### src/rtl/core/vog_pkg.sv
`timescale 1ns / 1ps
package vog_pkg;
  localparam int unsigned CoordW = 24;
  localparam int unsigned SizeW = 16;
  localparam int unsigned IdxW = 20;
  localparam int unsigned CntW = 25;
  localparam int unsigned CfgIdxW = 3;
  localparam int unsigned CfgDataW = 24;

  typedef enum logic [1:0] {
    REQ_INSERT = 2'd0,
    REQ_QUERY  = 2'd1,
    REQ_CHECK  = 2'd2,
    REQ_NONE   = 2'd3
  } req_t;

  typedef enum logic [CfgIdxW-1:0] {
    CFG_MIN_X = 3'd0, CFG_MIN_Y = 3'd1, CFG_MIN_Z = 3'd2,
    CFG_MAX_X = 3'd3, CFG_MAX_Y = 3'd4, CFG_MAX_Z = 3'd5,
    CFG_CELL = 3'd6, CFG_RADIUS = 3'd7
  } cfg_idx_t;

  typedef struct packed {
    logic start;
    logic [CoordW+1:0] num;
  } div_req_t;

  typedef struct packed {
    logic done;
    logic [CoordW+1:0] quot;
  } div_rsp_t;
endpackage

### src/rtl/core/vog_div.sv
`timescale 1ns / 1ps
// ceil(num / den), one quotient bit per cycle
module vog_div (
  input  logic clk,
  input  logic rst,
  input  vog_pkg::div_req_t req,
  input  logic [vog_pkg::SizeW-1:0] den,
  output vog_pkg::div_rsp_t rsp
);
  localparam int unsigned NW = vog_pkg::CoordW + 2;
  localparam int unsigned CW = $clog2(NW + 1);
  logic [NW-1:0] q;
  logic [vog_pkg::SizeW:0] rem;
  logic [CW-1:0] cnt;
  logic busy;
  logic [vog_pkg::SizeW:0] trial;
  logic [vog_pkg::SizeW:0] d;

  always_comb begin
    d = {1'b0, (den == '0) ? vog_pkg::SizeW'(1) : den};
    trial = {rem[vog_pkg::SizeW-1:0], q[NW-1]};
  end

  always_ff @(posedge clk) begin
    logic done_v;
    done_v = 1'b0;
    if (rst) begin
      busy <= 1'b0;
      cnt <= '0;
    end else if (req.start) begin
      busy <= 1'b1;
      q <= req.num;
      rem <= '0;
      cnt <= CW'(NW);
    end else if (busy) begin
      if (cnt == '0) begin
        busy <= 1'b0;
        done_v = 1'b1;
        rsp.quot <= q + NW'(rem != '0);
      end else begin
        cnt <= cnt - CW'(1);
        if (trial >= d) begin
          rem <= trial - d;
          q <= {q[NW-2:0], 1'b1};
        end else begin
          rem <= trial;
          q <= {q[NW-2:0], 1'b0};
        end
      end
    end
    rsp.done <= done_v;
  end
endmodule

### config.mk
export PLATFORM = sky130hd
export DESIGN_NAME = vog_div
export DESIGN_NICKNAME = d
export VERILOG_FILES = /design/src/rtl/core/vog_pkg.sv /design/src/rtl/core/vog_div.sv
export SDC_FILE = /design/constraint.sdc
export NUM_CORES = 1
export LEC_CHECK = 0
export BUFFER_PORTS_ARGS = -buffer_cell sky130_fd_sc_hd__buf_2
export CAP_MARGIN = 20
export CORE_MARGIN = 2
export CORE_UTILIZATION = 40
export DETAILED_ROUTE_END_ITERATION = 16
export PLACE_DENSITY = 0.72
export SLEW_MARGIN = 20
export SYNTH_ARGS = -nofsm -noshare
export SYNTH_HDL_FRONTEND = slang
export SYNTH_SLANG_ARGS = --single-unit
### constraint.sdc
create_clock -name clk -period 4.1 [get_ports clk]
set_input_delay 0.205 -clock clk [delete_from_list [all_inputs] [get_ports clk]]
set_output_delay 0.205 -clock clk [all_outputs]
set_load 0.005 [all_outputs]
==> insert_results.sql, run 1 <==
INSERT INTO impl_metrics (metric_group, metric, value, unit) VALUES
('run_status', 'run_status', 'finished, final reports clean', ''),
('power_and_ir_drop', 'power_density', '390', 'mW/mm^2'),
('flow_run', 'maxCapViolCount', '0', ''),
('final_layout', 'drive_above_1_share', '26.9', '%'),
('clock_tree', 'clk_transition_reported_paths', '0.09', 'ns'),
('critical_path', 'crit_path_top_delay_cell', 'sky130_fd_sc_hd__o31ai_2', ''),
('sta', 'totalNegativeSetupSlack', '0', 'ns'),
('critical_path', 'worstPathMaxFanout', '15', ''),
('yosys', 'ys_types', '61', ''),
('routing', 'route.detailed.drc', '0', ''),
('yosys', 'seq_cells_post_synth', '76', ''),
('routing', 'dr.pass1.iters', '5', ''),
('routing', 'drt-wirelength-per-cell', '16.2', 'um'),
('floorplanning', 'coreArea', '0.0109', 'mm^2'),
('final_layout', 'num-fill-cells', '1003', ''),
('sta', 'final_hold_viol_count', '0', ''),
('routing', 'antenna_left', '0', ''),
('floorplanning', 'die_h', '110', 'um'),
('grt', 'grt_first_pass_wirelength', '16100', 'um'),
('critical_path', 'worst-endpoint-arrival', '3.24', 'ns'),
('routing', 'detail_route.vias_per_cell', '5.54', ''),
('yosys', 'synth-edff-count', '69', ''),
('final_layout', 'areaGrowthSynthToFinish', '16.5', '%'),
('critical_path', 'cp_data_required_time', '4.19', 'ns'),
('grt', 'vias_in_the_first_global_route', '3347', ''),
('placement', 'gp_routability_congestion', '0.917', ''),
('yosys', 'yosysTopAreaCellShare', '46.1', '%'),
('clock_tree', 'clock_sinks', '76', ''),
('critical_path', 'path_delay_family', 'compound AO/OA/AOI/OAI gates', ''),
('floorplanning', 'start_util', '41.3', '%'),
('floorplanning', 'die_area', '0.0121', 'mm^2'),
('final_layout', 'seq_area', '0.00221', 'mm^2'),
('critical_path', 'worst_setup_path_start_kind', 'register', ''),
('floorplanning', 'die_width', '110', 'um'),
('sta', 'rsz0062_at_grt', 'no', ''),
('sta', 'maxSlewHeadroom', '29.5', '%'),
('yosys', 'synth-async-reset-ratio', '0', '%'),
('power_and_ir_drop', 'static-leakage-power', '0.00202', 'uW'),
('placement', 'hpwl', '7440', 'um'),
('floorplanning', 'placementRows', '38', ''),
('yosys', 'synth_fp_nets', '471', ''),
('critical_path', 'worstPathBufferInverterCount', '0', ''),
('final_layout', 'most_frequent_cells_in_the_layout', '71 x sky130_fd_sc_hd__buf_2, 69 x sky130_fd_sc_hd__edfxtp_1, 28 x sky130_fd_sc_hd__a21oi_1', ''),
('sta', 'fin_skew', '0.0101', 'ns'),
('clock_tree', 'cts_max_path_buffers', '2', ''),
('routing', 'drt_wl_total', '10000', 'um'),
('yosys', 'synth.yosys.seq_area_share', '49.2', '%'),
('clock_tree', 'cts-buffers-inserted', '9', ''),
('sta', 'setup_viol_count_final', '0', ''),
('final_layout', 'nNetsFinal', '539', ''),
('grt', 'gr-usage-all-layers', '17.2', '%'),
('clock_tree', 'clock_latency', '0.34', 'ns'),
('clock_tree', 'cts.repair.resized', '0', ''),
('yosys', 'synth_warnings', '0', ''),
('power_and_ir_drop', 'vdd.ir_drop.worst', '0.204', 'mV'),
('routing', 'route.vias.total', '3430', ''),
('final_layout', 'layout.cells.most_common', 'sky130_fd_sc_hd__buf_2', ''),
('critical_path', 'list_of_cells_traversed_by_the_critical_path', 'ha_1 -> a21oi_1 -> o21ai_1 -> o31ai_2 -> nand2_1 -> mux2_2', ''),
('grt', 'antenna_violations_before_repair', '0', ''),
('grt', 'grt-ovfl-total', '0', ''),
('yosys', 'synth.cell_area', '0.00450', 'mm^2'),
('sta', 'final_max_slew_viol_count', '0', ''),
('sta', 'whs', '0.161', 'ns'),
('routing', 'detail_route.iter0.violations', '192', ''),
('yosys', 'synth_largest_area_cell', 'sky130_fd_sc_hd__edfxtp_1', ''),
('worst_hold_path', 'timing.hold.worst.class', 'primary input to register', ''),
('sta', 'timing.final.crit_period', '3.15', 'ns'),
('final_layout', 'num_antenna_cells', '0', ''),
('sta', 'tightestPinTransition', '1.05', 'ns'),
('placement', 'io_buffers', '71', ''),
('critical_path', 'critPathKind', 'register to register', '');
[cells in the mapped netlist, types with 2 or more instances]
master,count
sky130_fd_sc_hd__a211o_1,2
sky130_fd_sc_hd__a211oi_1,8
sky130_fd_sc_hd__a21o_1,8
sky130_fd_sc_hd__a21oi_1,29
sky130_fd_sc_hd__a31oi_1,2
sky130_fd_sc_hd__a41o_1,3
sky130_fd_sc_hd__and3_1,8
sky130_fd_sc_hd__buf_1,4
sky130_fd_sc_hd__buf_2,7
sky130_fd_sc_hd__clkbuf_1,5
sky130_fd_sc_hd__dfxtp_1,7
sky130_fd_sc_hd__edfxtp_1,69
sky130_fd_sc_hd__ha_1,19
sky130_fd_sc_hd__inv_1,23
sky130_fd_sc_hd__mux2_2,27
sky130_fd_sc_hd__mux2i_1,2
sky130_fd_sc_hd__nand2_1,20
sky130_fd_sc_hd__nand3_1,23
sky130_fd_sc_hd__nand4_1,8
sky130_fd_sc_hd__nor2_1,17
sky130_fd_sc_hd__nor2b_1,4
sky130_fd_sc_hd__nor3_1,11
sky130_fd_sc_hd__nor4_1,11
sky130_fd_sc_hd__o21a_1,4
sky130_fd_sc_hd__o21ai_0,12
sky130_fd_sc_hd__o21ai_1,3
sky130_fd_sc_hd__o21bai_1,2
sky130_fd_sc_hd__o22ai_1,2
sky130_fd_sc_hd__o31ai_1,3
sky130_fd_sc_hd__or3_1,2
sky130_fd_sc_hd__xnor2_1,24
sky130_fd_sc_hd__xor2_1,8
[state kept, by name, summed over array words and instances (netlist names)]
register,flops
busy,1
rsp,27
q,26
cnt,5
rem,17
[cell type report]
type / count / area share (%)
flip-flops and latches: 76 / 42.2
clock inverters: 7 / 2.34
inverters: 24 / 1.72
well taps: 140 / 3.35
repair buffers: 74 / 7.22
multi-input cells: 289 / 40.8
clock buffers: 9 / 2.37
[final timing paths]
kind,depth (start not counted),end,start
min,2,q[7]$_DFFE_PP_,req[7]
max,6,q[0]$_DFFE_PP_,rem[11]$_SDFFCE_PP0P_
max reg2reg,6,q[0]$_DFFE_PP_,rem[11]$_SDFFCE_PP0P_
min reg2reg,1,rsp[26]$_SDFF_PP0_,cnt[4]$_SDFFE_PP0P_
[kinds of logic after synthesis]
logic type | count (synthesis) | share of synthesized area [%]
xor+xnor | 32 | 6.23
mux | 29 | 7.21
fa+ha+maj | 20 | 5.73
flops | 76 | 49.2
simple gates | 112 | 12.8
buf+inv | 41 | 3.70
compound gates | 96 | 15.1
[layer usage]
metal,global-route usage [%],routed length [um]
met1,22.3,4420
met3,1.94,718
met4,6.06,125
met5,0,0
met2,29.6,4730
[through the flow]
step	util, %	setup slack (ns)	power [uW]	std cells	area [um^2]
floorplan	-	0.401	1250	406	4500
finish	48.1	0.949	2040	619	5240
detailed placement	45.8	0.885	1360	603	4990
global route	48.1	0.849	2130	619	5240
CTS	48.1	1.03	2050	619	5240
global placement	45.8	1.00	1340	603	4990
[report_power, final]
group | leakage (uW) | internal, uW | switching (uW) | total [uW]
clock | 0.000116 | 408 | 285 | 694
combinational | 0.00120 | 174 | 225 | 398
sequential | 0.000705 | 905 | 43.2 | 948
total | 0.00202 | 1490 | 554 | 2040
Note: power is estimated with default switching activity, not from simulation.
==> run 2: changes to the inputs <==
- PLACE_DENSITY: 0.72 -> 0.74
- clock period: 4.1 -> 2.7 ns (I/O delays scaled with it)
==> insert_results.sql, run 2 (same netlist as run 1, synthesis figures left out) <==
INSERT INTO impl_metrics (metric_group, metric, value, unit) VALUES
('sta', 'tightestPinTransition', '0.577', 'ns'),
('floorplanning', 'die_area', '0.0121', 'mm^2'),
('floorplanning', 'die_width', '110', 'um'),
('routing', 'drt_wl_total', '10100', 'um'),
('routing', 'dr.pass1.iters', '5', ''),
('critical_path', 'r2r.worst_path.cells', '7', ''),
('flow_run', 'maxCapViolCount', '0', ''),
('sta', 'fin_crit_sh', '97.2', '%'),
('critical_path', 'worstPathMaxFanout', '6', ''),
('routing', 'antenna_left', '0', ''),
('grt', 'antenna_violations_before_repair', '0', ''),
('clock_tree', 'cts-buffers-inserted', '9', ''),
('critical_path', 'worst_setup_path_start_kind', 'register', ''),
('final_layout', 'nNetsFinal', '555', ''),
('grt', 'gr-usage-all-layers', '17.6', '%'),
('final_layout', 'areaGrowthSynthToFinish', '19.7', '%'),
('floorplanning', 'placementRows', '38', ''),
('sta', 'timing.final.crit_period', '2.62', 'ns'),
('final_layout', 'number_of_flip_flops_in_the_largest_register', '27', ''),
('power_and_ir_drop', 'static-leakage-power', '0.00210', 'uW'),
('final_layout', 'finish.cell_count_without_fillers', '635', ''),
('floorplanning', 'start_util', '41.3', '%'),
('power_and_ir_drop', 'power_density', '573', 'mW/mm^2'),
('worst_hold_path', 'min_delay_path_depth', '2', ''),
('final_layout', 'registers.top_by_ff_count', 'rsp', ''),
('sta', 'maxSlewHeadroom', '61.3', '%'),
('grt', 'grt_first_pass_wirelength', '16400', 'um'),
('critical_path', 'crit_path_end_kind', 'register', ''),
('final_layout', 'drive_above_1_share', '29.7', '%'),
('final_layout', 'num_antenna_cells', '0', ''),
('sta', 'setup_viol_count_final', '0', ''),
('final_layout', 'most_frequent_cells_in_the_layout', '71 x sky130_fd_sc_hd__buf_2, 69 x sky130_fd_sc_hd__edfxtp_1, 28 x sky130_fd_sc_hd__a21oi_1', ''),
('worst_hold_path', 'worstHoldStart', 'req[7]', ''),
('critical_path', 'reg2reg_to', 'rem[15]$_SDFFCE_PP0P_', ''),
('sta', 'fin_skew', '0.0134', 'ns'),
('critical_path', 'critPathKind', 'register to register', ''),
('sta', 'maxClockFrequency', '381', 'MHz'),
('grt', 'vias_in_the_first_global_route', '3324', ''),
('clock_tree', 'tritoncts', 'yes', ''),
('critical_path', 'worst-endpoint-arrival', '2.70', 'ns'),
('floorplanning', 'io_pins', '72', ''),
('clock_tree', 'clk_transition_reported_paths', '0.08', 'ns'),
('placement', 'pre_cts_slack', '-0.0170', 'ns'),
('routing', 'detail_route.iter0.violations', '330', ''),
('placement', 'placed_cells', '614', ''),
('run_status', 'run_status', 'finished, final reports clean', ''),
('power_and_ir_drop', 'vdd.ir_drop.worst', '0.264', 'mV'),
('final_layout', 'layout.cells.most_common', 'sky130_fd_sc_hd__buf_2', ''),
('worst_hold_path', 'sink_of_the_worst_hold_path', 'q[7]$_DFFE_PP_', ''),
('critical_path', 'reg2reg_setup_slack', '0.08', 'ns'),
('placement', 'gp_routability_congestion', '0.935', ''),
('floorplanning', 'coreArea', '0.0109', 'mm^2'),
('final_layout', 'seq_area', '0.00221', 'mm^2'),
('critical_path', 'regToRegStartpoint', 'rem[2]$_SDFFCE_PP0P_', ''),
('sta', 'post-route-worst-setup-slack', '0.0753', 'ns'),
('floorplanning', 'die_h', '110', 'um'),
('clock_tree', 'cts.htree.levels', '3', ''),
('sta', 'final_max_slew_viol_count', '0', ''),
('placement', 'hpwl', '7730', 'um'),
('clock_tree', 'clock_sinks', '76', ''),
('routing', 'route.detailed.drc', '0', ''),
('final_layout', 'num-fill-cells', '953', ''),
('clock_tree', 'clock_latency', '0.34', 'ns'),
('sta', 'whs', '0.0901', 'ns'),
('critical_path', 'cp_data_required_time', '2.77', 'ns'),
('routing', 'route.vias.total', '3567', ''),
('grt', 'largest_net_degree_at_the_start_of_global_routing', '27', ''),
('sta', 'final_hold_viol_count', '0', ''),
('routing', 'drt-wirelength-per-cell', '16.0', 'um'),
('worst_hold_path', 'timing.hold.worst.class', 'primary input to register', ''),
('grt', 'grt-ovfl-total', '0', ''),
('final_layout', 'registers_with_the_most_flip_flops', 'rsp x27, q x26, rem x17', ''),
('final_layout', 'multi_input_comb_area', '0.00216', 'mm^2'),
('clock_tree', 'cts.root.buffer_cell', 'sky130_fd_sc_hd__clkbuf_8', ''),
('routing', 'detail_route.vias_per_cell', '5.62', ''),
('placement', 'io_buffers', '71', ''),
('clock_tree', 'cts_max_path_buffers', '2', '');
[run 2: cell types whose count changed in the layout (fill, tap and decap cells not counted), moves of 2 or more]
cell                         previous run  this run
sky130_fd_sc_hd__buf_4                  3        18
sky130_fd_sc_hd__clkinv_1               1         3
sky130_fd_sc_hd__clkinvlp_4             2         0
sky130_fd_sc_hd__inv_6                  2         0
sky130_fd_sc_hd__nor4_1                10         8
[run 2: final cells by class]
type                            count  area share, %
Sequential cell                    76           41.1
Clock inverter                      6           1.91
Clock buffer                       10           2.37
Multi-Input combinational cell    289           40.2
Inverter                           24           1.67
Tap cell                          140           3.25
Timing Repair Buffer               90           9.48
[run 2: stage by stage]
step	power, uW	utilization (%)	TNS, ns	cell area (um^2)
after global placement	2080	46.8	0	5090
after detailed placement	2100	46.8	-0.0170	5090
after global routing	3230	49.4	-0.0376	5380
final	3090	49.4	0	5380
after floorplan	1900	-	0	4510
after CTS	3090	48.9	0	5320
[run 2: worst max path at each step]
| stage | from | to | slack, ns | depth (start not counted) |
|---|---|---|---|---|
| 5_1_grt | rem[11]$_SDFFCE_PP0P_ | rem[16]$_SDFFCE_PP0P_ | -0.03 | 9 |
| 3_5_place_dp | den[4] | rem[16]$_SDFFCE_PP0P_ | -0.02 | 11 |
| 3_3_place_gp | den[4] | rem[16]$_SDFFCE_PP0P_ | 0.13 | 11 |
| 4_1_cts | rem[0]$_SDFFCE_PP0P_ | rsp[18]$_DFFE_PP_ | 0.03 | 11 |
| 2_1_floorplan | cnt[0]$_SDFFE_PN0P_ | rsp[0]$_DFFE_PP_ | 0.15 | 4 |
| 6_report | rem[2]$_SDFFCE_PP0P_ | rem[15]$_SDFFCE_PP0P_ | 0.08 | 7 |
[run 2: timing repair]
action                     in CTS  in global routing
gates resized for setup         0                  5
setup endpoints to repair       0                  6
hold buffers                    0                  0
setup buffers                   0                  5
hold endpoints to repair        0                  0
[run 2: metal layers]
| metal | GRT usage, % | vias up | share of wire, % |
|---|---|---|---|
| met5 | 0 | - | 0 |
| met4 | 5.61 | 0 | 0.95 |
| met3 | 2.23 | 10 | 8.0 |
| met2 | 28.6 | 167 | 47 |
| met1 | 24.4 | 1672 | 44 |
| li1 | - | 1718 | - |
[run 2: worst max-delay path: stages (launching register included)]
cell and delay, ns:
sky130_fd_sc_hd__edfxtp_1 0.45, sky130_fd_sc_hd__ha_1 0.39, sky130_fd_sc_hd__a21o_1 0.24, sky130_fd_sc_hd__a21oi_4 0.19, sky130_fd_sc_hd__a21boi_4 0.11, sky130_fd_sc_hd__or3_1 0.40
sky130_fd_sc_hd__o41ai_1 0.43, sky130_fd_sc_hd__o31ai_1 0.15
[run 2: power breakdown]
group,internal (uW),switching (uW)
registers,1370,61.2
logic,295,365
clock network,607,383
==> run 3: changes to the inputs <==
- clock period: 2.7 -> 2.2 ns (I/O delays scaled with it)
==> insert_results.sql, run 3 (same netlist as run 1, synthesis figures left out) <==
INSERT INTO impl_metrics (metric_group, metric, value, unit) VALUES
('run_status', 'run_status', 'finished with violations', ''),
('run_status', 'violations', 'negative setup slack', ''),
('flow_run', 'maxCapViolCount', '0', ''),
('clock_tree', 'cts.root.buffer_cell', 'sky130_fd_sc_hd__clkbuf_8', ''),
('critical_path', 'reg2reg_setup_slack', '-0.31', 'ns'),
('sta', 'setup_viol_count_final', '41', ''),
('floorplanning', 'placementRows', '38', ''),
('routing', 'detail_route.iter0.violations', '324', ''),
('final_layout', 'most_frequent_cells_in_the_layout', '96 x sky130_fd_sc_hd__buf_4, 71 x sky130_fd_sc_hd__buf_2, 69 x sky130_fd_sc_hd__edfxtp_1', ''),
('final_layout', 'finish.cell_count_without_fillers', '731', ''),
('routing', 'antenna_left', '0', ''),
('routing', 'route.detailed.drc', '0', ''),
('floorplanning', 'die_h', '110', 'um'),
('grt', 'largest_net_degree_at_the_start_of_global_routing', '27', ''),
('power_and_ir_drop', 'static-leakage-power', '0.00272', 'uW'),
('floorplanning', 'start_util', '41.3', '%'),
('routing', 'route.vias.total', '4117', ''),
('critical_path', 'worst_setup_path_start_kind', 'register', ''),
('sta', 'fin_skew', '0.0117', 'ns'),
('clock_tree', 'cts_max_path_buffers', '2', ''),
('floorplanning', 'io_pins', '72', ''),
('grt', 'grt_util_met1', '23.7', '%'),
('sta', 'final_hold_viol_count', '0', ''),
('critical_path', 'worst_setup_path_startpoint', 'rem[0]$_SDFFCE_PP0P_', ''),
('critical_path', 'regToRegStartpoint', 'rem[0]$_SDFFCE_PP0P_', ''),
('worst_hold_path', 'timing.hold.worst.class', 'primary input to register', ''),
('clock_tree', 'clk_transition_reported_paths', '0.08', 'ns'),
('grt', 'gr-usage-met3', '3.82', '%'),
('grt', 'antenna_violations_before_repair', '0', ''),
('clock_tree', 'cts-buffers-inserted', '9', ''),
('grt', 'grt-ovfl-total', '0', ''),
('final_layout', 'drive_above_1_share', '55.2', '%'),
('final_layout', 'registers.top_by_ff_count', 'rsp', ''),
('floorplanning', 'coreArea', '0.0109', 'mm^2'),
('sta', 'final_max_slew_viol_count', '0', ''),
('final_layout', 'number_of_flip_flops_in_the_largest_register', '27', ''),
('worst_hold_path', 'min_delay_path_depth', '2', ''),
('final_layout', 'num_antenna_cells', '0', ''),
('critical_path', 'worst-endpoint-arrival', '2.60', 'ns'),
('power_and_ir_drop', 'finalPower', '4320', 'uW'),
('final_layout', 'nNetsFinal', '651', ''),
('final_layout', 'multi_input_comb_area', '0.00281', 'mm^2'),
('final_layout', 'final_core_utilization', '62.4', '%'),
('final_layout', 'num-fill-cells', '785', ''),
('grt', 'vias_in_the_first_global_route', '3928', ''),
('sta', 'fin_crit_sh', '114', '%'),
('sta', 'rsz0062_at_grt', 'yes', ''),
('grt', 'grt_first_pass_wirelength', '18600', 'um'),
('final_layout', 'areaGrowthSynthToFinish', '51.1', '%'),
('routing', 'drt_wl_total', '13100', 'um'),
('critical_path', 'crit_path_end_kind', 'register', ''),
('routing', 'drt-wirelength-per-cell', '17.9', 'um'),
('grt', 'gr-usage-all-layers', '19.8', '%'),
('grt', 'top_usage_layer', 'met2', ''),
('floorplanning', 'die_width', '110', 'um'),
('sta', 'tightestPinTransition', '0.605', 'ns'),
('sta', 'timing.final.crit_period', '2.51', 'ns'),
('critical_path', 'worstPathMaxFanout', '5', ''),
('critical_path', 'critPathKind', 'register to register', ''),
('clock_tree', 'holdBufCountCts', '0', ''),
('critical_path', 'reg2reg_to', 'rsp[16]$_DFFE_PP_', ''),
('critical_path', 'cp_data_required_time', '2.29', 'ns'),
('placement', 'io_buffers', '71', ''),
('worst_hold_path', 'sink_of_the_worst_hold_path', 'q[2]$_DFFE_PP_', ''),
('placement', 'pre_cts_slack', '-0.385', 'ns'),
('clock_tree', 'tritoncts', 'yes', ''),
('worst_hold_path', 'worstHoldStart', 'req[2]', ''),
('clock_tree', 'clock_sinks', '76', ''),
('routing', 'detail_route.vias_per_cell', '5.63', ''),
('routing', 'dr.pass1.iters', '5', ''),
('sta', 'post-route-worst-setup-slack', '-0.307', 'ns'),
('placement', 'placed_cells', '687', ''),
('power_and_ir_drop', 'power_density', '635', 'mW/mm^2'),
('placement', 'gp_routability_congestion', '0.866', ''),
('clock_tree', 'cts.htree.levels', '3', ''),
('placement', 'hpwl', '8730', 'um'),
('sta', 'whs', '0.0673', 'ns'),
('clock_tree', 'clock_latency', '0.35', 'ns'),
('final_layout', 'registers_with_the_most_flip_flops', 'rsp x27, q x26, rem x17', ''),
('power_and_ir_drop', 'vdd.ir_drop.worst', '0.455', 'mV'),
('sta', 'maxSlewHeadroom', '59.4', '%'),
('final_layout', 'layout.cells.most_common', 'sky130_fd_sc_hd__buf_4', ''),
('grt', 'met2_usage', '36.2', '%'),
('sta', 'maxClockFrequency', '399', 'MHz'),
('floorplanning', 'die_area', '0.0121', 'mm^2'),
('final_layout', 'seq_area', '0.00221', 'mm^2'),
('critical_path', 'r2r.worst_path.cells', '10', '');
==> run 3: critical path, stage by stage (launching register included) <==
cell	delay, ns
sky130_fd_sc_hd__edfxtp_1	0.52
sky130_fd_sc_hd__nor4_2	0.25
sky130_fd_sc_hd__nand4_1	0.21
sky130_fd_sc_hd__or4_4	0.47
sky130_fd_sc_hd__ha_4	0.20
sky130_fd_sc_hd__ha_4	0.17
sky130_fd_sc_hd__nand2_4	0.08
sky130_fd_sc_hd__nor2_4	0.06
sky130_fd_sc_hd__nand2_4	0.09
sky130_fd_sc_hd__nor2_4	0.06
sky130_fd_sc_hd__xor2_1	0.15
==> run 3: power by group <==
part | switching (uW) | internal, uW
sequential | 87.4 | 1690
clock | 505 | 700
combinational | 655 | 683
total | 1250 | 3070
==> run 3: how the worst max path moves through the flow <==
| stage | to | cells past startpoint |
|---|---|---|
| 3_5_place_dp | rem[16]$_SDFFCE_PP0P_ | 12 |
| 3_3_place_gp | rsp[16]$_DFFE_PP_ | 10 |
| 4_1_cts | rsp[16]$_DFFE_PP_ | 10 |
| 2_1_floorplan | rsp[16]$_DFFE_PP_ | 10 |
| 6_report | rsp[16]$_DFFE_PP_ | 10 |
| 5_1_grt | rsp[16]$_DFFE_PP_ | 10 |
==> run 3: through the flow <==
stage	area, um^2	TNS, ns
floorplan	4610	-0.278
global placement	5710	-8.41
detailed placement	5710	-10.57
CTS	6270	-3.98
global route	6790	-9.02
finish	6790	-6.95
==> run 3: what timing repair did <==
item | in CTS | in global routing
hold endpoints to repair | 0 | 0
setup buffers | 8 | 20
pin swaps | 14 | 33
cloned | 0 | 1
resized for setup | 55 | 69
setup endpoints to repair | 42 | 41
==> run 3: final cells by class <==
class | count | share of cell area, %
clock buffer | 12 | 2.28
sequential | 76 | 32.6
clock inverter | 4 | 1.07
tap | 140 | 2.58
multi-input combinational | 290 | 41.4
inverter | 24 | 1.33
timing repair buffer | 185 | 18.8
==> run 3: layer usage <==
metal / part of all wire [%] / vias up
met2: 53 / 190
met4: 1.7 / 0
li1: - / 1908
met5: 0 / -
met3: 6.1 / 21
met1: 40 / 1998
